$ cat config.mk
export PLATFORM = sky130hd
export DESIGN_NAME = delta_list_timer_queue
export DESIGN_NICKNAME = d
export VERILOG_FILES = /design/src/rtl/dltq_pkg.sv /design/src/rtl/delta_list_timer_queue.sv
export SDC_FILE = /design/constraint.sdc
export NUM_CORES = 2
export LEC_CHECK = 0
export ABC_AREA = 1
export BUFFER_PORTS_ARGS = -buffer_cell sky130_fd_sc_hd__buf_2
export CORE_ASPECT_RATIO = 1.75
export CORE_MARGIN = 2
export CORE_UTILIZATION = 50
export DETAILED_ROUTE_END_ITERATION = 16
export GPL_ROUTABILITY_DRIVEN = 0
export PLACE_DENSITY = 0.66
export SLEW_MARGIN = 40
export SYNTH_ARGS = -nofsm -noshare
export SYNTH_HDL_FRONTEND = slang
export SYNTH_SLANG_ARGS = --single-unit
$ cat constraint.sdc
create_clock -name clk -period 22.6 [get_ports clk]
set_input_delay 3.39 -clock clk [delete_from_list [all_inputs] [get_ports clk]]
set_output_delay 3.39 -clock clk [all_outputs]
set_load 0.01 [all_outputs]
$ cat src/rtl/dltq_pkg.sv
// ----------------------------------------------------------------------------
// dltq_pkg
// Shared types and codes for the delta-list timer queue.
// ----------------------------------------------------------------------------
package dltq_pkg;

	localparam int ENTRIES_DEF = 16;
	localparam int MAX_RESULTS = 16;

	localparam logic [1:0] FUNC_INSERT = 2'd0;
	localparam logic [1:0] FUNC_DELETE = 2'd1;
	localparam logic [1:0] FUNC_TICK   = 2'd2;

	localparam logic [2:0] KIND_DONE      = 3'd0;
	localparam logic [2:0] KIND_EXPIRED   = 3'd1;
	localparam logic [2:0] KIND_FULL      = 3'd2;
	localparam logic [2:0] KIND_NOT_FOUND = 3'd3;
	localparam logic [2:0] KIND_IDLE      = 3'd4;

	typedef struct packed {
		logic [31:0] seq;
		logic [31:0] delta;
	} entry_t;

	typedef enum logic [2:0] {
		ST_IDLE,
		ST_WALK,
		ST_SHIFT,
		ST_INS_WR,
		ST_RESP,
		ST_TK_RD,
		ST_TK_CHK,
		ST_TK_LAST
	} state_t;

endpackage

$ cat src/rtl/delta_list_timer_queue.sv
// ----------------------------------------------------------------------------
// delta_list_timer_queue
// Retransmission timer queue held as a delta list in one entry memory.
//
//   channel | valid     | ready     | payload
//   cmd     | cmd_valid | cmd_ready | func, seq, delay_ms
//   res     | res_valid | res_ready | kind, out_seq, last
//
// One item at a time; the entry memory has one read and one write port and
// its read data is registered. Insert: a search walk, then shifting the
// tail up one entry per cycle. Delete: a search walk, then shifting the
// tail down. Tick: reads the head entry, then pops expired entries. The list
// is a ring (head pointer), so expiry pops cost no shift. Reset clears head
// and count; no clear pass. A stalled result register holds the sequencer
// only when it must emit.
// ----------------------------------------------------------------------------
module delta_list_timer_queue
	import dltq_pkg::*;
#(
	parameter int ENTRIES = ENTRIES_DEF
) (
	input  logic        clk,
	input  logic        arst_n,
	input  logic        cmd_valid,
	output logic        cmd_ready,
	input  logic [1:0]  func,
	input  logic [31:0] seq,
	input  logic [31:0] delay_ms,
	output logic        res_valid,
	input  logic        res_ready,
	output logic [2:0]  kind,
	output logic [31:0] out_seq,
	output logic        last
);

	localparam int IDX_W = $clog2(ENTRIES);
	localparam int CNT_W = $clog2(ENTRIES + 1);
	localparam int NW    = $clog2(MAX_RESULTS + 1);

	function automatic logic [IDX_W-1:0] phys(input logic [IDX_W-1:0] hd,
			input logic [CNT_W-1:0] l);
		logic [CNT_W:0] sum;
		sum = (CNT_W+1)'(hd) + (CNT_W+1)'(l);
		if (sum >= (CNT_W+1)'(ENTRIES))
			sum = sum - (CNT_W+1)'(ENTRIES);
		return IDX_W'(sum);
	endfunction

	entry_t mem [ENTRIES];
	entry_t rd_data_q;

	state_t state_q, state_d;

	logic [1:0]       op_q;
	logic [31:0]      s_q;
	logic [31:0]      rem_q;
	logic [2:0]       rk_q;
	logic [CNT_W-1:0] pos_q;
	logic [CNT_W-1:0] rd_idx_q;
	logic [CNT_W-1:0] left_q;
	logic [CNT_W-1:0] count_q;
	logic [IDX_W-1:0] head_q;
	logic [NW-1:0]    n_q;
	logic             pend_q;
	logic [31:0]      pend_seq_q;
	logic             v_s1;
	logic [CNT_W-1:0] idx_s1;

	logic             res_valid_q;
	logic [2:0]       kind_q;
	logic [31:0]      out_seq_q;
	logic             last_q;

	logic             is_ins, full, walk_last, ins_hit, del_hit, hit, walk_end;
	logic             emit_ok, tk_exp, tk_more, pop;
	logic [31:0]      tk_eff;
	logic [CNT_W-1:0] cnt_dec;
	logic [NW-1:0]    n_inc;

	logic             rd_en, wr_en, emit, emit_last;
	logic [CNT_W-1:0] rd_lidx, wr_lidx;
	entry_t           wr_data;
	logic [2:0]       emit_kind;
	logic [31:0]      emit_seq;

	assign is_ins    = (op_q == FUNC_INSERT);
	assign full      = (count_q == CNT_W'(ENTRIES));
	assign walk_last = (rd_idx_q == count_q);
	assign ins_hit   = v_s1 && (rem_q < rd_data_q.delta);
	assign del_hit   = v_s1 && (rd_data_q.seq == s_q);
	assign hit       = is_ins ? ins_hit : del_hit;
	assign walk_end  = !v_s1 && walk_last;
	assign emit_ok   = !res_valid_q || res_ready;
	assign tk_eff    = pend_q ? rd_data_q.delta
	                          : rd_data_q.delta - 32'(rd_data_q.delta != 32'd0);
	assign tk_exp    = (tk_eff == 32'd0);
	assign cnt_dec   = count_q - CNT_W'(1);
	assign n_inc     = n_q + NW'(1);
	assign tk_more   = (cnt_dec != '0) && (n_inc < NW'(MAX_RESULTS));
	assign pop       = (state_q == ST_TK_CHK) && tk_exp && (!pend_q || emit_ok);

	// next state
	always_comb begin
		state_d = state_q;
		unique case (state_q)
			ST_IDLE: begin
				if (cmd_valid) begin
					if (func == FUNC_INSERT)
						state_d = full ? ST_RESP : ST_WALK;
					else if (func == FUNC_DELETE)
						state_d = ST_WALK;
					else if (func == FUNC_TICK)
						state_d = ST_TK_RD;
					else
						state_d = ST_RESP;
				end
			end
			ST_WALK: begin
				if (hit)
					state_d = ST_SHIFT;
				else if (walk_end)
					state_d = is_ins ? ST_INS_WR : ST_RESP;
			end
			ST_SHIFT: begin
				if (left_q == '0 && !v_s1)
					state_d = is_ins ? ST_INS_WR : ST_RESP;
			end
			ST_INS_WR: state_d = ST_RESP;
			ST_RESP: begin
				if (emit_ok)
					state_d = ST_IDLE;
			end
			ST_TK_RD: begin
				if (count_q != '0)
					state_d = ST_TK_CHK;
				else if (emit_ok)
					state_d = ST_IDLE;
			end
			ST_TK_CHK: begin
				if (pop)
					state_d = tk_more ? ST_TK_CHK : ST_TK_LAST;
				else if (!tk_exp && emit_ok)
					state_d = ST_IDLE;
			end
			ST_TK_LAST: begin
				if (emit_ok)
					state_d = ST_IDLE;
			end
			default: state_d = ST_IDLE;
		endcase
	end

	// memory and result controls
	always_comb begin
		rd_en     = 1'b0;
		rd_lidx   = rd_idx_q;
		wr_en     = 1'b0;
		wr_lidx   = pos_q;
		wr_data   = '{seq: s_q, delta: rem_q};
		emit      = 1'b0;
		emit_kind = KIND_DONE;
		emit_seq  = 32'd0;
		emit_last = 1'b1;
		unique case (state_q)
			ST_IDLE: ;
			ST_WALK: rd_en = !hit && !walk_last;
			ST_SHIFT: begin
				rd_en = (left_q != '0);
				wr_en = v_s1;
				wr_data.seq = rd_data_q.seq;
				if (is_ins) begin
					wr_lidx = idx_s1 + CNT_W'(1);
					wr_data.delta = (idx_s1 == pos_q) ? rd_data_q.delta - rem_q
					                                  : rd_data_q.delta;
				end else begin
					wr_lidx = idx_s1 - CNT_W'(1);
					wr_data.delta = (idx_s1 == pos_q + CNT_W'(1))
						? rd_data_q.delta + rem_q : rd_data_q.delta;
				end
			end
			ST_INS_WR: wr_en = 1'b1;
			ST_RESP: begin
				emit      = emit_ok;
				emit_kind = rk_q;
				emit_seq  = (op_q == FUNC_INSERT || op_q == FUNC_DELETE) ? s_q : 32'd0;
			end
			ST_TK_RD: begin
				if (count_q != '0) begin
					rd_en   = 1'b1;
					rd_lidx = '0;
				end else begin
					emit      = emit_ok;
					emit_kind = KIND_IDLE;
				end
			end
			ST_TK_CHK: begin
				rd_lidx = CNT_W'(1);
				rd_en   = pop && tk_more;
				if (!pend_q && !tk_exp) begin
					emit      = emit_ok;
					emit_kind = KIND_IDLE;
					wr_en     = emit_ok;
					wr_lidx   = '0;
					wr_data   = '{seq: rd_data_q.seq, delta: tk_eff};
				end else if (pend_q) begin
					emit      = emit_ok;
					emit_kind = KIND_EXPIRED;
					emit_seq  = pend_seq_q;
					emit_last = !tk_exp;
				end
			end
			ST_TK_LAST: begin
				emit      = emit_ok;
				emit_kind = KIND_EXPIRED;
				emit_seq  = pend_seq_q;
			end
			default: ;
		endcase
	end

	always_ff @(posedge clk) begin
		if (wr_en)
			mem[phys(head_q, wr_lidx)] <= wr_data;
		if (rd_en)
			rd_data_q <= mem[phys(head_q, rd_lidx)];
	end

	always_ff @(posedge clk or negedge arst_n) begin
		if (!arst_n) begin
			state_q     <= ST_IDLE;
			count_q     <= '0;
			head_q      <= '0;
			v_s1        <= 1'b0;
			pend_q      <= 1'b0;
			res_valid_q <= 1'b0;
		end else begin
			state_q <= state_d;
			if (emit)
				res_valid_q <= 1'b1;
			else if (res_ready)
				res_valid_q <= 1'b0;
			unique case (state_q)
				ST_IDLE: begin
					v_s1   <= 1'b0;
					pend_q <= 1'b0;
				end
				ST_WALK: v_s1 <= rd_en;
				ST_SHIFT: begin
					v_s1 <= rd_en;
					if (state_d != ST_SHIFT && !is_ins)
						count_q <= cnt_dec;
				end
				ST_INS_WR: count_q <= count_q + CNT_W'(1);
				ST_TK_CHK: begin
					if (pop) begin
						pend_q  <= 1'b1;
						count_q <= cnt_dec;
						head_q  <= (head_q == IDX_W'(ENTRIES - 1)) ? '0
						                                          : head_q + IDX_W'(1);
					end
				end
				default: ;
			endcase
		end
	end

	always_ff @(posedge clk) begin
		if (emit) begin
			kind_q    <= emit_kind;
			out_seq_q <= emit_seq;
			last_q    <= emit_last;
		end
		unique case (state_q)
			ST_IDLE: begin
				op_q     <= func;
				s_q      <= seq;
				rem_q    <= delay_ms;
				rd_idx_q <= '0;
				n_q      <= '0;
				rk_q     <= (func == FUNC_INSERT && full) ? KIND_FULL : KIND_DONE;
			end
			ST_WALK: begin
				idx_s1 <= rd_idx_q;
				if (rd_en)
					rd_idx_q <= rd_idx_q + CNT_W'(1);
				if (hit) begin
					pos_q <= idx_s1;
					if (is_ins) begin
						left_q   <= count_q - idx_s1;
						rd_idx_q <= cnt_dec;
					end else begin
						rem_q    <= rd_data_q.delta;
						left_q   <= cnt_dec - idx_s1;
						rd_idx_q <= idx_s1 + CNT_W'(1);
					end
				end else begin
					if (v_s1 && is_ins)
						rem_q <= rem_q - rd_data_q.delta;
					if (walk_end) begin
						pos_q <= count_q;
						if (!is_ins)
							rk_q <= KIND_NOT_FOUND;
					end
				end
			end
			ST_SHIFT: begin
				idx_s1 <= rd_idx_q;
				if (rd_en) begin
					left_q   <= left_q - CNT_W'(1);
					rd_idx_q <= is_ins ? rd_idx_q - CNT_W'(1) : rd_idx_q + CNT_W'(1);
				end
			end
			ST_TK_CHK: begin
				if (pop) begin
					pend_seq_q <= rd_data_q.seq;
					n_q        <= n_inc;
				end
			end
			default: ;
		endcase
	end

	assign cmd_ready = (state_q == ST_IDLE);
	assign res_valid = res_valid_q;
	assign kind      = kind_q;
	assign out_seq   = out_seq_q;
	assign last      = last_q;

endmodule

==> results.cfg <==
[outcome]
status = finished clean

[min_path]
hold_start = rd_data_q[63]
min_path_type = register to register

[place]
dpl_cell_area_sq_um = 62690
portBuffers = 107
pre_cts_ws_ps = 15270
dpl.hpwl_microns = 113600

[detailed_routing]
drt_iter0_drc = 4959
antenna_left = 0
drcViolationCount = 0
vias = 42990
routed_wl_microns = 179800
vias_per_cell = 6.071
dr.pass1.iters = 7
wl_per_cell_microns = 25.38

[clock_network]
clkSlewWorstSetupHoldPaths_ps = 70
cts_sinks = 1264
cts_tree = built
h-tree-depth = 3
cts-root-buf = clkbuf_16
cts_resized = 0
insertion_delay_ps = 740
cts_hold_buf = 0
cts_buffer_depth = 3
cts_made_buffers = 109
post-cts-setup-buffers = 0

[worst_setup_path]
slowest_stage = buf_4
cp.required_ps = 22940
worstSetupPathType = register to register
end_kind = register
path_common_cell = nand2_1
cp-startpoint = rd_data_q[23]
r2r-start = rd_data_q[23]
slowest_delay_ps = 760
path_max_fanout = 44
cp_data_arrival_time_ps = 8020
startpoint_type = register

[global_route]
overflow = 0
grtUsageTotal_pct = 28.89
first_global_vias = 42520
antenna_found_initial = 5
grt_max_degree = 143
grt_pass1_wl_microns = 265300

[cells_and_area]
syn_to_final_growth_pct = 10.00
final_util_pct = 55.48
drive_above_1_share_pct = 8.614
final_cell_mix = 1249 x edfxtp_1, 688 x nand2_1, 591 x inv_1
design_area_sq_um = 66480
nets = 5656
final_common_cell = edfxtp_1

[timing]
finalHoldViolCount = 0
setup-violations-final = 0
drv_slew = 0
relSlewSlack_pct = 33.06
max_slew.worst_pin.slew_ps = 993.5
fmax_mhz = 130.2
finalCritPeriodShare_pct = 34.00
fin_skew_ps = 41.11
finalWorstSetupSlack_ps = 14920
fin_crit_ps = 7683
rsz0062_at_grt = no
setup-tns-final_ps = 0

[floorplanning]
rows = 168
io-pin-count = 108
start_util_pct = 50.44
die_width_microns = 266.8
die_y_microns = 463.9
coreArea_sq_um = 119800
fp.dieArea_sq_um = 123800

[run]
max-cap-violations = 0

[synthesis]
syn-num-nets = 5654
synth_seq_cells = 1264
seq_area_frac_synth_pct = 62.68
syn_area_per_cell_sq_um = 11.07
yosys.cell_types.count = 50
yosys_warnings = 0
synth_area_sq_um = 60430
synth_cells = 5459
flip-flops by register name, indices dropped and copies added (netlist names):
register	cells
op_q	2
left_q	5
rd_data_q	64
count_q	5
rd_idx_q	5
rem_q	32
head_q	4
n_q	5
pend_q	1
kind	3
pend_seq_q	32
state_q	3
last	1
rk_q	2
idx_s1	5
res_valid	1
s_q	32
pos_q	5
v_s1	1
mem	1024
out_seq	32
cell type report:
cell class,count,area (sq um)
clock inverter,80,910.9
sequential,1264,37880
clock buffer,119,2786
inverter,612,2310
multi-input combinational,3289,19400
antenna,3,7.507
fill,10050,53340
timing repair buffer,185,1266
tap,1530,1914
worst max-delay path, delay by kind of cell, from the launching register on:
family / cells / cell delay, ps
adder cells (fa/ha/maj): 3 / 820
AND/OR/NAND/NOR: 21 / 4230
XOR/XNOR: 1 / 210
buffers and inverters: 5 / 1090
AO/OA/AOI/OAI: 2 / 330
flip-flops: 1 / 520
logic make-up (layout without fill, tap and decap cells):
group | after synthesis | count (layout) | share of synthesized area [%]
muxes | 256 | 256 | 4.240
xor gates and xnor gates | 116 | 116 | 1.681
adders and majority gates | 125 | 125 | 2.663
buffers and inverters | 906 | 996 | 5.814
other | 0 | 3 | 0
DFF | 1264 | 1264 | 62.68
AOI/OAI and AO/OA | 1538 | 1538 | 14.09
and+or+nand+nor | 1254 | 1254 | 8.828
final timing paths:
check                                 endpoint  slack [ps]  cells after the start
worst min-delay path            pend_seq_q[31]         550                      0
worst max register to register     mem[10][13]       14920                     32
min in group asynchronous            res_valid        2590                      1
max in group asynchronous           count_q[0]       19660                      1
worst min register to register  pend_seq_q[31]         550                      0
worst max-delay path               mem[10][13]       14920                     32
metal layers:
layer / vias to the layer above / track usage [%] / wire, microns
li1: 19480 / - / -
met1: 20860 / 33.51 / 64030
met2: 2053 / 49.95 / 90230
met3: 605 / 4.543 / 13320
met4: 2 / 17.74 / 12160
met5: - / 0 / 19
cell usage after synthesis (all sizes together):
| cell | number | area share [%] |
|---|---|---|
| nand3b | 3 | 0.037 |
| fa | 6 | 0.20 |
| clkbuf | 214 | 1.3 |
| o221ai | 31 | 0.45 |
| nor4 | 7 | 0.072 |
| o21ai | 613 | 5.1 |
| a41oi | 1 | 0.014 |
| nor2 | 262 | 1.8 |
| buf | 80 | 0.68 |
| o21a | 4 | 0.050 |
| and2 | 3 | 0.031 |
| o2bb2ai | 1 | 0.014 |
| o22ai | 55 | 0.57 |
| a31o | 1 | 0.014 |
| nand3 | 210 | 1.8 |
| o211ai | 160 | 2.0 |
| a21o | 11 | 0.14 |
| and3 | 2 | 0.021 |
| a221oi | 1 | 0.014 |
| a21boi | 6 | 0.075 |
| a21oi | 554 | 4.6 |
| mux2i | 256 | 4.2 |
| ha | 119 | 2.5 |
| nand4 | 24 | 0.25 |
| edfxtp | 1249 | 62 |
| a22oi | 6 | 0.075 |
| dfrtp | 15 | 0.62 |
| or2 | 10 | 0.10 |
| inv | 612 | 3.8 |
| xnor2 | 10 | 0.14 |
| nand2 | 705 | 4.4 |
| o2111ai | 3 | 0.043 |
| nor3 | 26 | 0.23 |
| a211oi | 1 | 0.012 |
| a31oi | 74 | 0.77 |
| o21bai | 16 | 0.20 |
| xor2 | 106 | 1.5 |
| nor3b | 2 | 0.025 |
metrics by stage:
stage / hold slack (ps) / instances
after global placement: 510.8 / 6868
final: 549.5 / 7082
after global routing: 545.1 / 7082
after detailed placement: 500.7 / 6877
after floorplan: 473.8 / 5459
after CTS: 526.4 / 7076
Power is not shown: default switching activity piles up to over one toggle a cycle in this logic, so the estimate is an artifact.
